## config.mk

```make
export PLATFORM = sky130hd
export DESIGN_NAME = sensor_poll_scheduler
export DESIGN_NICKNAME = d
export VERILOG_FILES = /design/src/rtl/sps_pkg.sv /design/src/rtl/sensor_poll_scheduler.sv /design/src/rtl/sps_divider.sv
export SDC_FILE = /design/constraint.sdc
export NUM_CORES = 2
export LEC_CHECK = 0
export BUFFER_PORTS_ARGS = -buffer_cell sky130_fd_sc_hd__buf_4
export CAP_MARGIN = 30
export CORE_MARGIN = 2
export CORE_UTILIZATION = 56
export CTS_CLUSTER_SIZE = 12
export DETAILED_ROUTE_END_ITERATION = 10
export GPL_ROUTABILITY_DRIVEN = 1
export PLACE_DENSITY = 0.78
export SLEW_MARGIN = 10
export SYNTH_ARGS = -nofsm -noshare
export SYNTH_HDL_FRONTEND = slang
export SYNTH_SLANG_ARGS = --single-unit
```

## constraint.sdc

```tcl
create_clock -name i_clk -period 15.9 [get_ports i_clk]
set_input_delay 2.385 -clock i_clk [delete_from_list [all_inputs] [get_ports i_clk]]
set_output_delay 2.385 -clock i_clk [all_outputs]
set_load 0.01 [all_outputs]
```

## src/rtl/sps_pkg.sv

```systemverilog
package sps_pkg;

    localparam int MAX_SENSORS_DEF = 16;
    localparam logic [31:0] DEFAULT_TICK_MS = 32'd100;
    localparam logic [31:0] DIVIDER_LIMIT = 32'h0000_FFFF;
    localparam int RESULT_LIMIT = 16;

    typedef enum logic [2:0] {
        CMD_REGISTER = 3'd0,
        CMD_START    = 3'd1,
        CMD_TICK     = 3'd2,
        CMD_DREADY   = 3'd3,
        CMD_POLL     = 3'd4
    } t_cmd;

    typedef enum logic [2:0] {
        ST_OK       = 3'd0,
        ST_STARTED  = 3'd1,
        ST_FULL     = 3'd2,
        ST_BADARG   = 3'd3,
        ST_RANGE    = 3'd4,
        ST_NOTFOUND = 3'd5,
        ST_NOTREADY = 3'd6
    } t_status;

    localparam logic [1:0] MODE_PERIODIC = 2'd0;
    localparam logic [1:0] MODE_DREADY   = 2'd1;
    localparam logic [1:0] MODE_FREE     = 2'd2;
    localparam logic [1:0] MODE_BAD      = 2'd3;

    typedef enum logic [3:0] {
        S_IDLE,
        S_GCD_SCAN,
        S_GCD_RUN,
        S_DIV_SCAN,
        S_DIV_RUN,
        S_MOD_RUN,
        S_DIV_WRITE,
        S_TICK_SCAN,
        S_RESULT
    } t_state;

    // divide unit control
    typedef struct packed {
        logic        start;
        logic [31:0] dividend;
        logic [31:0] divisor;
    } t_div_req;

    typedef struct packed {
        logic        done;
        logic [31:0] quot;
        logic [31:0] rem;
    } t_div_rsp;

endpackage

```

## src/rtl/sensor_poll_scheduler.sv

```systemverilog
// channel  | valid / ready              | payload
// request  | i_valid / o_ready          | i_command i_poll_mode i_period_ms i_present
//          |                            | i_sensor_index
// result   | o_valid / i_ready          | o_kind o_status o_slot o_base_tick_ms o_last
// register, data ready, poll once and bad commands: result valid the cycle after acceptance
// start: for each periodic sensor after the first, a gcd loop with one divide per remainder;
//   then one divide plus one modulo per periodic sensor, all on the shared divider
// tick: one table entry per cycle, stalled while a poll result waits on i_ready
// reset clears count, started and tick; the tables hold garbage until written
// o_ready is low from acceptance until the command ends and its last result, if any, is taken
module sensor_poll_scheduler #(
    parameter int MAX_SENSORS = sps_pkg::MAX_SENSORS_DEF
) (
    input  logic        i_clk,
    input  logic        i_rst_n,
    input  logic        i_valid,
    output logic        o_ready,
    input  logic [2:0]  i_command,
    input  logic [1:0]  i_poll_mode,
    input  logic [31:0] i_period_ms,
    input  logic        i_present,
    input  logic [3:0]  i_sensor_index,
    output logic        o_valid,
    input  logic        i_ready,
    output logic        o_kind,
    output logic [2:0]  o_status,
    output logic [3:0]  o_slot,
    output logic [31:0] o_base_tick_ms,
    output logic        o_last
);
    import sps_pkg::*;

    localparam int IW = (MAX_SENSORS > 1) ? $clog2(MAX_SENSORS) : 1;
    localparam int CW = $clog2(MAX_SENSORS + 1);
    localparam int NW = $clog2(RESULT_LIMIT + 1);

    logic [1:0]  r_mode   [MAX_SENSORS];
    logic [31:0] r_period [MAX_SENSORS];
    logic        r_pres   [MAX_SENSORS];
    logic [15:0] r_divtab [MAX_SENSORS];
    logic [15:0] r_phase  [MAX_SENSORS];

    t_state      r_state, n_state;
    logic [CW-1:0] r_count;
    logic        r_started;
    logic [31:0] r_tick;
    logic [CW-1:0] r_idx;
    logic [31:0] r_acc;
    logic [31:0] r_b;
    logic [15:0] r_quot;
    logic [NW-1:0] r_npoll;
    logic        r_found;
    logic [IW-1:0] r_found_idx;
    logic        r_kind;
    logic [2:0]  r_status;
    logic [3:0]  r_slot;
    logic [31:0] r_obt;
    logic        r_last;
    logic        r_valid;

    t_div_req    w_req;
    t_div_rsp    w_rsp;
    logic [IW-1:0] w_i;
    logic        w_accept, w_take, w_hit;
    logic [15:0] w_ph1;

    sps_divider u_div (.i_clk(i_clk), .i_rst_n(i_rst_n), .i_req(w_req), .o_rsp(w_rsp));

    assign w_i      = r_idx[IW-1:0];
    assign w_accept = i_valid && o_ready;
    assign w_take   = r_valid && i_ready;
    assign w_ph1    = r_phase[w_i] + 16'd1;
    assign w_hit    = r_pres[w_i] && (r_mode[w_i] != MODE_DREADY)
                      && ((r_mode[w_i] != MODE_PERIODIC) || (w_ph1 >= r_divtab[w_i]));

    assign o_ready        = (r_state == S_IDLE) && !r_valid;
    assign o_valid        = r_valid;
    assign o_kind         = r_kind;
    assign o_status       = r_status;
    assign o_slot         = r_slot;
    assign o_base_tick_ms = r_obt;
    assign o_last         = r_last;

    // next state
    always_comb begin
        n_state = r_state;
        case (r_state)
            S_IDLE: begin
                if (w_accept) begin
                    if (i_command == CMD_START && !r_started) begin
                        n_state = S_GCD_SCAN;
                    end else if (i_command == CMD_TICK && r_started) begin
                        n_state = S_TICK_SCAN;
                    end
                end
            end
            S_GCD_SCAN: begin
                if (r_idx == r_count) begin
                    n_state = S_DIV_SCAN;
                end else if (r_mode[w_i] == MODE_PERIODIC && r_acc != '0
                             && r_period[w_i] != '0) begin
                    n_state = S_GCD_RUN;
                end
            end
            S_GCD_RUN: begin
                if (w_rsp.done && w_rsp.rem == '0) begin
                    n_state = S_GCD_SCAN;
                end
            end
            S_DIV_SCAN: begin
                if (r_idx == r_count) begin
                    n_state = S_RESULT;
                end else if (r_mode[w_i] == MODE_PERIODIC) begin
                    n_state = S_DIV_RUN;
                end
            end
            S_DIV_RUN: begin
                if (w_rsp.done) begin
                    if (w_rsp.quot > DIVIDER_LIMIT) begin
                        n_state = S_RESULT;
                    end else begin
                        n_state = S_MOD_RUN;
                    end
                end
            end
            S_MOD_RUN: begin
                if (w_rsp.done) begin
                    n_state = S_DIV_WRITE;
                end
            end
            S_DIV_WRITE: n_state = S_DIV_SCAN;
            S_TICK_SCAN: begin
                if (r_found && !(r_valid && !i_ready)) begin
                    n_state = S_TICK_SCAN;
                end
                if (r_idx == r_count && !r_found && !r_valid) begin
                    n_state = S_IDLE;
                end
            end
            S_RESULT: n_state = S_IDLE;
            default:  n_state = S_IDLE;
        endcase
    end

    // divider requests
    always_comb begin
        w_req = '0;
        case (r_state)
            S_GCD_SCAN: begin
                if (r_idx != r_count && r_mode[w_i] == MODE_PERIODIC && r_acc != '0
                    && r_period[w_i] != '0) begin
                    w_req.start    = 1'b1;
                    w_req.dividend = r_acc;
                    w_req.divisor  = r_period[w_i];
                end
            end
            S_GCD_RUN: begin
                if (w_rsp.done && w_rsp.rem != '0) begin
                    w_req.start    = 1'b1;
                    w_req.dividend = r_b;
                    w_req.divisor  = w_rsp.rem;
                end
            end
            S_DIV_SCAN: begin
                if (r_idx != r_count && r_mode[w_i] == MODE_PERIODIC) begin
                    w_req.start    = 1'b1;
                    w_req.dividend = r_period[w_i];
                    w_req.divisor  = r_tick;
                end
            end
            S_DIV_RUN: begin
                if (w_rsp.done && w_rsp.quot <= DIVIDER_LIMIT) begin
                    w_req.start    = 1'b1;
                    w_req.dividend = {{(32-CW){1'b0}}, r_idx};
                    w_req.divisor  = (w_rsp.quot == '0) ? 32'd1 : w_rsp.quot;
                end
            end
            default: w_req = '0;
        endcase
    end

    always_ff @(posedge i_clk) begin
        if (!i_rst_n) begin
            r_state   <= S_IDLE;
            r_count   <= '0;
            r_started <= 1'b0;
            r_tick    <= '0;
            r_valid   <= 1'b0;
            r_found   <= 1'b0;
        end else begin
            r_state <= n_state;
            if (w_take) begin
                r_valid <= 1'b0;
            end
            case (r_state)
                S_IDLE: begin
                    if (w_accept) begin
                        r_kind   <= 1'b0;
                        r_slot   <= '0;
                        r_obt    <= '0;
                        r_last   <= 1'b1;
                        r_idx    <= '0;
                        r_acc    <= '0;
                        r_npoll  <= '0;
                        r_found  <= 1'b0;
                        r_status <= ST_OK;
                        case (i_command)
                            CMD_REGISTER: begin
                                r_valid <= 1'b1;
                                if (r_started) begin
                                    r_status <= ST_STARTED;
                                end else if (r_count >= CW'(MAX_SENSORS)) begin
                                    r_status <= ST_FULL;
                                end else if (i_poll_mode == MODE_BAD
                                    || (i_poll_mode == MODE_PERIODIC && i_period_ms == '0)) begin
                                    r_status <= ST_BADARG;
                                end else begin
                                    r_mode[r_count[IW-1:0]]   <= i_poll_mode;
                                    r_period[r_count[IW-1:0]] <= i_period_ms;
                                    r_pres[r_count[IW-1:0]]   <= i_present;
                                    r_slot  <= 4'(r_count);
                                    r_count <= r_count + CW'(1);
                                end
                            end
                            CMD_START: begin
                                if (r_started) begin
                                    r_valid  <= 1'b1;
                                    r_status <= ST_STARTED;
                                    r_obt    <= r_tick;
                                end
                            end
                            CMD_TICK: begin
                                if (!r_started) begin
                                    r_valid  <= 1'b1;
                                    r_status <= ST_NOTREADY;
                                end
                            end
                            CMD_DREADY, CMD_POLL: begin
                                r_valid <= 1'b1;
                                if (32'(i_sensor_index) >= 32'(r_count)) begin
                                    r_status <= ST_NOTFOUND;
                                end else if (!r_started || !r_pres[IW'(i_sensor_index)]) begin
                                    r_status <= ST_NOTREADY;
                                end else begin
                                    r_kind <= 1'b1;
                                    r_slot <= i_sensor_index;
                                end
                            end
                            default: begin
                                r_valid  <= 1'b1;
                                r_status <= ST_BADARG;
                            end
                        endcase
                    end
                end
                S_GCD_SCAN: begin
                    if (r_idx == r_count) begin
                        r_tick <= (r_acc != '0) ? r_acc : DEFAULT_TICK_MS;
                        r_idx  <= '0;
                    end else if (r_mode[w_i] == MODE_PERIODIC) begin
                        if (r_acc == '0) begin
                            r_acc <= r_period[w_i];
                            r_idx <= r_idx + CW'(1);
                        end else if (r_period[w_i] == '0) begin
                            r_idx <= r_idx + CW'(1);
                        end else begin
                            r_b <= r_period[w_i];
                        end
                    end else begin
                        r_idx <= r_idx + CW'(1);
                    end
                end
                S_GCD_RUN: begin
                    if (w_rsp.done) begin
                        if (w_rsp.rem == '0) begin
                            r_acc <= r_b;
                            r_idx <= r_idx + CW'(1);
                        end else begin
                            r_b <= w_rsp.rem;
                        end
                    end
                end
                S_DIV_SCAN: begin
                    if (r_idx == r_count) begin
                        r_started <= 1'b1;
                        r_valid   <= 1'b1;
                        r_status  <= ST_OK;
                        r_obt     <= r_tick;
                    end else if (r_mode[w_i] != MODE_PERIODIC) begin
                        r_divtab[w_i] <= 16'd1;
                        r_phase[w_i]  <= '0;
                        r_idx         <= r_idx + CW'(1);
                    end
                end
                S_DIV_RUN: begin
                    if (w_rsp.done) begin
                        r_quot <= w_rsp.quot[15:0];
                        if (w_rsp.quot > DIVIDER_LIMIT) begin
                            r_valid  <= 1'b1;
                            r_status <= ST_RANGE;
                            r_slot   <= 4'(r_idx);
                            r_obt    <= r_tick;
                        end
                    end
                end
                S_MOD_RUN: begin
                    if (w_rsp.done) begin
                        r_b <= w_rsp.rem;
                    end
                end
                S_DIV_WRITE: begin
                    r_divtab[w_i] <= r_quot;
                    r_phase[w_i]  <= r_b[15:0];
                    r_idx         <= r_idx + CW'(1);
                end
                S_TICK_SCAN: begin
                    // hold one found poll until the scan shows whether it is the last
                    if (!(r_valid && !i_ready)) begin
                        if (r_idx != r_count) begin
                            if (r_pres[w_i] && r_mode[w_i] == MODE_PERIODIC) begin
                                r_phase[w_i] <= w_hit ? 16'd0 : w_ph1;
                            end
                            r_idx <= r_idx + CW'(1);
                            if (w_hit && r_npoll != NW'(RESULT_LIMIT)) begin
                                r_npoll     <= r_npoll + NW'(1);
                                r_found     <= 1'b1;
                                r_found_idx <= w_i;
                                if (r_found) begin
                                    r_valid  <= 1'b1;
                                    r_kind   <= 1'b1;
                                    r_status <= ST_OK;
                                    r_slot   <= 4'(r_found_idx);
                                    r_last   <= 1'b0;
                                end
                            end
                        end else if (r_found) begin
                            r_found  <= 1'b0;
                            r_valid  <= 1'b1;
                            r_kind   <= 1'b1;
                            r_status <= ST_OK;
                            r_slot   <= 4'(r_found_idx);
                            r_last   <= 1'b1;
                        end
                    end
                end
                default: begin
                end
            endcase
        end
    end

endmodule

```

## src/rtl/sps_divider.sv

```systemverilog
module sps_divider (
    input  logic             i_clk,
    input  logic             i_rst_n,
    input  sps_pkg::t_div_req i_req,
    output sps_pkg::t_div_rsp o_rsp
);
    import sps_pkg::*;

    logic [31:0] r_quot, n_quot;
    logic [31:0] r_rem, n_rem;
    logic [31:0] r_divisor, n_divisor;
    logic [5:0]  r_cnt, n_cnt;
    logic        r_busy, n_busy;
    logic        r_done, n_done;
    logic [32:0] w_trial;

    // restoring division, one quotient bit per cycle
    always_comb begin
        n_quot    = r_quot;
        n_rem     = r_rem;
        n_divisor = r_divisor;
        n_cnt     = r_cnt;
        n_busy    = r_busy;
        n_done    = 1'b0;
        w_trial   = {r_rem, r_quot[31]} - {1'b0, r_divisor};
        if (i_req.start) begin
            n_quot    = i_req.dividend;
            n_rem     = '0;
            n_divisor = i_req.divisor;
            n_cnt     = 6'd32;
            n_busy    = 1'b1;
        end else if (r_busy) begin
            if (!w_trial[32]) begin
                n_rem  = w_trial[31:0];
                n_quot = {r_quot[30:0], 1'b1};
            end else begin
                n_rem  = {r_rem[30:0], r_quot[31]};
                n_quot = {r_quot[30:0], 1'b0};
            end
            n_cnt = r_cnt - 6'd1;
            if (r_cnt == 6'd1) begin
                n_busy = 1'b0;
                n_done = 1'b1;
            end
        end
    end

    always_ff @(posedge i_clk) begin
        r_quot    <= n_quot;
        r_rem     <= n_rem;
        r_divisor <= n_divisor;
        r_cnt     <= n_cnt;
        if (!i_rst_n) begin
            r_busy <= 1'b0;
            r_done <= 1'b0;
        end else begin
            r_busy <= n_busy;
            r_done <= n_done;
        end
    end

    assign o_rsp.done = r_done;
    assign o_rsp.quot = r_quot;
    assign o_rsp.rem  = r_rem;

endmodule
```

==> results.md <==
STA:
- Setup repair after global routing left no endpoint under its margin.
- The final number of max-transition violations is 0.
- Headroom to the max-slew limit came out at 32.6%.
- Setup violations remaining at the end of the flow were counted as 0.
- At the pin with the least slew margin, the transition time is slightly above 1 ns.
- Adding up every negative setup slack in the final design gives 0 ns.
- Counting I/O delays and the setup requirement, the final critical path takes roughly 6.6 ns.
- The share of the clock period used by the worst path is 41.3%.
- The number of failing hold endpoints at the final stage is 0.
- Derived from the worst setup path, the maximum achievable clock frequency is ~150 MHz.
- The worst-case clock skew is ~0.054 ns.

Synth:
- The synthesized net count is between 3000 and 4000.
- The sequential cell area fraction in the yosys report is between 60% and 70%.
- The prevailing post-synth register cell is edfxtp_1.
- The synthesized netlist contains 77 unique library cells.
- The mean area per synthesized cell is about 17 um2.
- The number of flip-flops and latches in the synthesized netlist is 1359.
- In the synthesized netlist, the number of instances is roughly 3300.
- The fraction of registers with async set or reset after synthesis is 0%.
- Summed over its instances, the top area cell type makes up 66.9% of the synthesized netlist area.
- After synthesis, the cell types taking the most area are edfxtp_1 (67%), mux4_2 (13%), dfxtp_1 (3.1%).
- By count the netlist is led by edfxtp_1 (1271), mux4_2 (333), nand2_1 (245).
- The library cell occupying the most area in the post-synthesis netlist is edfxtp_1.
- The Yosys step of the flow raised 0 warnings.
- The synthesized design contains approximately 1300 enable-type register cells.
- The most common cell in the synthesized netlist is edfxtp_1.
- After synthesis the cells add up to about 57000 um2.

Route:
- The first-pass iteration count of the detailed router is 8.
- Using the TritonRoute via totals, the vias-per-cell ratio works out to 6.70.
- The residual antenna-violating net count after detailed routing is 0.
- The wire length per cell is 29.7 um.
- Across all layers, the routed design uses 32500 vias.
- The final wirelength is between 100 and 150 mm.
- The detailed router finished its first iteration with 4852 violations.
- After detailed routing, the number of remaining DRC violations is 0.

Power:
- The clock share of power is 29.1%.
- The internal portion of the total power is between 0.007 and 0.008 W.
- Net switching is approximately a third of the power.
- Summed over all cells, the static leakage comes to 19.7 nW.
- In this run the power spent charging and discharging nets is about 0.0034 W.
- The sequential cell fraction of total power is between 40% and 50%.
- VDD sags by at most roughly 0.00015 V.
- In this run the power density over the cells is 165 nW/um2.
- Combinational logic is responsible for between 20 and 30% of the overall power.
- The completed layout was analyzed and its total power is 0.0105 W.

Worst setup path:
- The maximum fanout along the worst path is around 110.
- The data arrival time of the critical path is 6.94 ns.
- STA classifies the critical path startpoint as a register.
- Setup slack on the worst reg-to-reg path comes out at 9.33 ns.
- The critical register-to-register path endpoint is r_b[11].
- STA puts the critical path data required time at 16.26 ns.
- The capturing element type of the critical path is a register.
- The classification of the worst setup path is register to register.
- The logic depth of the worst register-to-register path is 15.

Final layout:
- The layout has 6736 filler cells.
- The register with the most flip-flops in the layout has slightly above 500 of them.
- At the end of the flow, the number of nets in the layout was around 3500.
- From synthesis to final layout, the design area changed by 11.8%.
- The multi-input gate area in the final layout is 16200 um2.
- Cells with a size suffix above 1 make up 22.8% of the layout.
- The footprint of the flip-flops and latches is 39900 um2.

Floorplan:
- Once the floorplan was initialized, standard cells occupied 56.2% of the core.
- The chip width is 323 um.
- The top-level I/O count is 89.
- The die is between 300 and 400 um tall.
- The overall die area is 104000 um2.
- The core area is 101000 um2.
- The number of placement rows is 117.

Global routing:
- Entering global routing, the biggest net connects 133 pins.
- The global-route usage over all layers is 28.0%.
- The sum of overflow across all layers after global routing is 0.
- The wire length of the first global-routing pass is 212 mm.
- The number of global-route vias before repair came to 32000.
- The initial antenna violation count is 15.

Placed design:
- The weighted congestion reported at the end of routability-driven placement is between 0.9 and 1.
- The HPWL reported at the end of detailed placement is 82.0 mm.
- During placement, the flow inserted port buffers numbering 88.

Clock tree:
- The clock reaches the later pin of the worst-skew pair after 0.77 ns.
- In this run, post-CTS hold repair placed 0 buffers.
- TritonCTS built the clock tree.
- No sink is reached through more buffers than the 3 on the longest clock path.
- Post-CTS timing repair inserted 0 buffers for setup.
- The CTS H-tree depth is 4.
- The TritonCTS sink count is between 1000 and 1500.
- Clock-pin slew was measured on the worst setup and hold paths at 0.06 ns.
- Once the clock tree was built, the resizer swapped 0 gates to a different size.
- The clock root buffer master is clkbuf_16.
- The clock buffer count from CTS is 140.

Hold path:
- The tightest min-delay check is of the register to register type.
- The startpoint identified for the worst hold timing path is r_tick[12].
- The sink of the worst hold path is r_tick[12].
- Counting instances, the worst hold path has a depth of 2.

Outcome:
- The run finished with clean final reports.

Flow run:
- The number of maximum-capacitance constraint violations is 0.
cell usage in the layout (no fill, tap or decap), types with 12 or more instances in the layout:
cell type / count
dfxtp_1: 83
nor2b_1: 41
nor3_1: 23
nor4_1: 43
nand4_1: 18
clkinv_1: 12
ha_1: 65
a32oi_1: 16
nand2b_1: 30
and3_1: 17
clkbuf_1: 49
buf_4: 171
clkbuf_16: 140
and2_1: 26
a31oi_1: 29
nor2_2: 35
o211ai_1: 21
nand2_1: 245
mux4_2: 333
a21boi_0: 35
xnor2_1: 31
a211oi_1: 21
a221o_1: 16
inv_1: 92
a32o_1: 15
nand3_1: 33
xor2_1: 20
a21oi_1: 61
mux2i_1: 24
edfxtp_1: 1271
a222oi_1: 36
mux2_2: 36
nor2_1: 87
nor2_4: 13
o21ai_0: 82
a21o_1: 25
a22o_1: 33
cells by family after synthesis:
| kind of cell | Yosys count | share of synthesized area, % |
|---|---|---|
| buffers and inverters | 282 | 2.11 |
| adders and majority gates | 66 | 1.46 |
| muxes | 396 | 14.3 |
| DFF | 1359 | 70.0 |
| xor gates and xnor gates | 51 | 0.783 |
| AOI/OAI and AO/OA | 450 | 5.72 |
| and+or+nand+nor | 664 | 5.60 |
critical path: stages, from the launching register on:
cell      delay, ns
dfxtp_4        0.80
buf_4          0.46
buf_12         0.64
buf_4          0.78
mux4_2         0.39
mux2i_1        0.07
mux2i_1        0.70
nor4_1         0.14
nand4_1        0.15
o211ai_2       0.14
nor3_4         0.18
buf_4          0.34
buf_4          0.62
a31oi_1        0.10
nor2_2         0.13
buf_4          0.45
metal layers:
metal | share of wire, % | vias up | global-route usage [%]
met5 | 0.077 | - | 0
met4 | 3.7 | 18 | 10.8
met3 | 11 | 346 | 6.57
met2 | 47 | 2193 | 43.0
met1 | 38 | 16500 | 39.4
li1 | - | 13500 | -
power by group through the flow:
stage,sequential [W],combinational [W],clock (W)
finish,0.00445,0.00300,0.00306
global route,0.00446,0.00322,0.00322
CTS,0.00443,0.00297,0.00309
detailed placement,0.00451,0.00292,0
global placement,0.00450,0.00285,0
floorplan,0.00432,0.00223,0
cell type report:
cell class | count | share of cell area, %
clock buffer | 191 | 5.82
inverter | 93 | 0.547
sequential | 1359 | 62.6
timing repair buffer | 179 | 2.27
multi-input combinational | 1627 | 25.3
clock inverter | 36 | 0.708
antenna | 4 | 0.0157
tap | 1368 | 2.68
how the worst max path moves through the flow:
stage | start | endpoint | slack [ns] | depth (start not counted)
after CTS | register | r_b[11] | 8.72 | 15
final | register | r_b[11] | 9.33 | 15
after global placement | register | r_b[30] | 8.82 | 15
after floorplan | i_valid | r_acc[0] | 7.53 | 4
after global routing | register | r_b[11] | 8.83 | 15
after detailed placement | register | r_b[29] | 8.78 | 15
stage by stage:
| stage | instance area (um2) | utilization [%] | setup slack (ns) | instances | hold WS [ns] |
|---|---|---|---|---|---|
| 2_1_floorplan | 57000 | - | 7.53 | 3268 | 0.424 |
| 3_3_place_gp | 59500 | 58.6 | 8.82 | 4617 | 0.466 |
| 3_5_place_dp | 59600 | 58.7 | 8.78 | 4625 | 0.479 |
| 4_1_cts | 63800 | 62.8 | 8.72 | 4852 | 0.487 |
| 5_1_grt | 63800 | 62.9 | 8.83 | 4855 | 0.514 |
| 6_report | 63800 | 62.9 | 9.33 | 4857 | 0.489 |
Power figures use the tool's default switching activity.
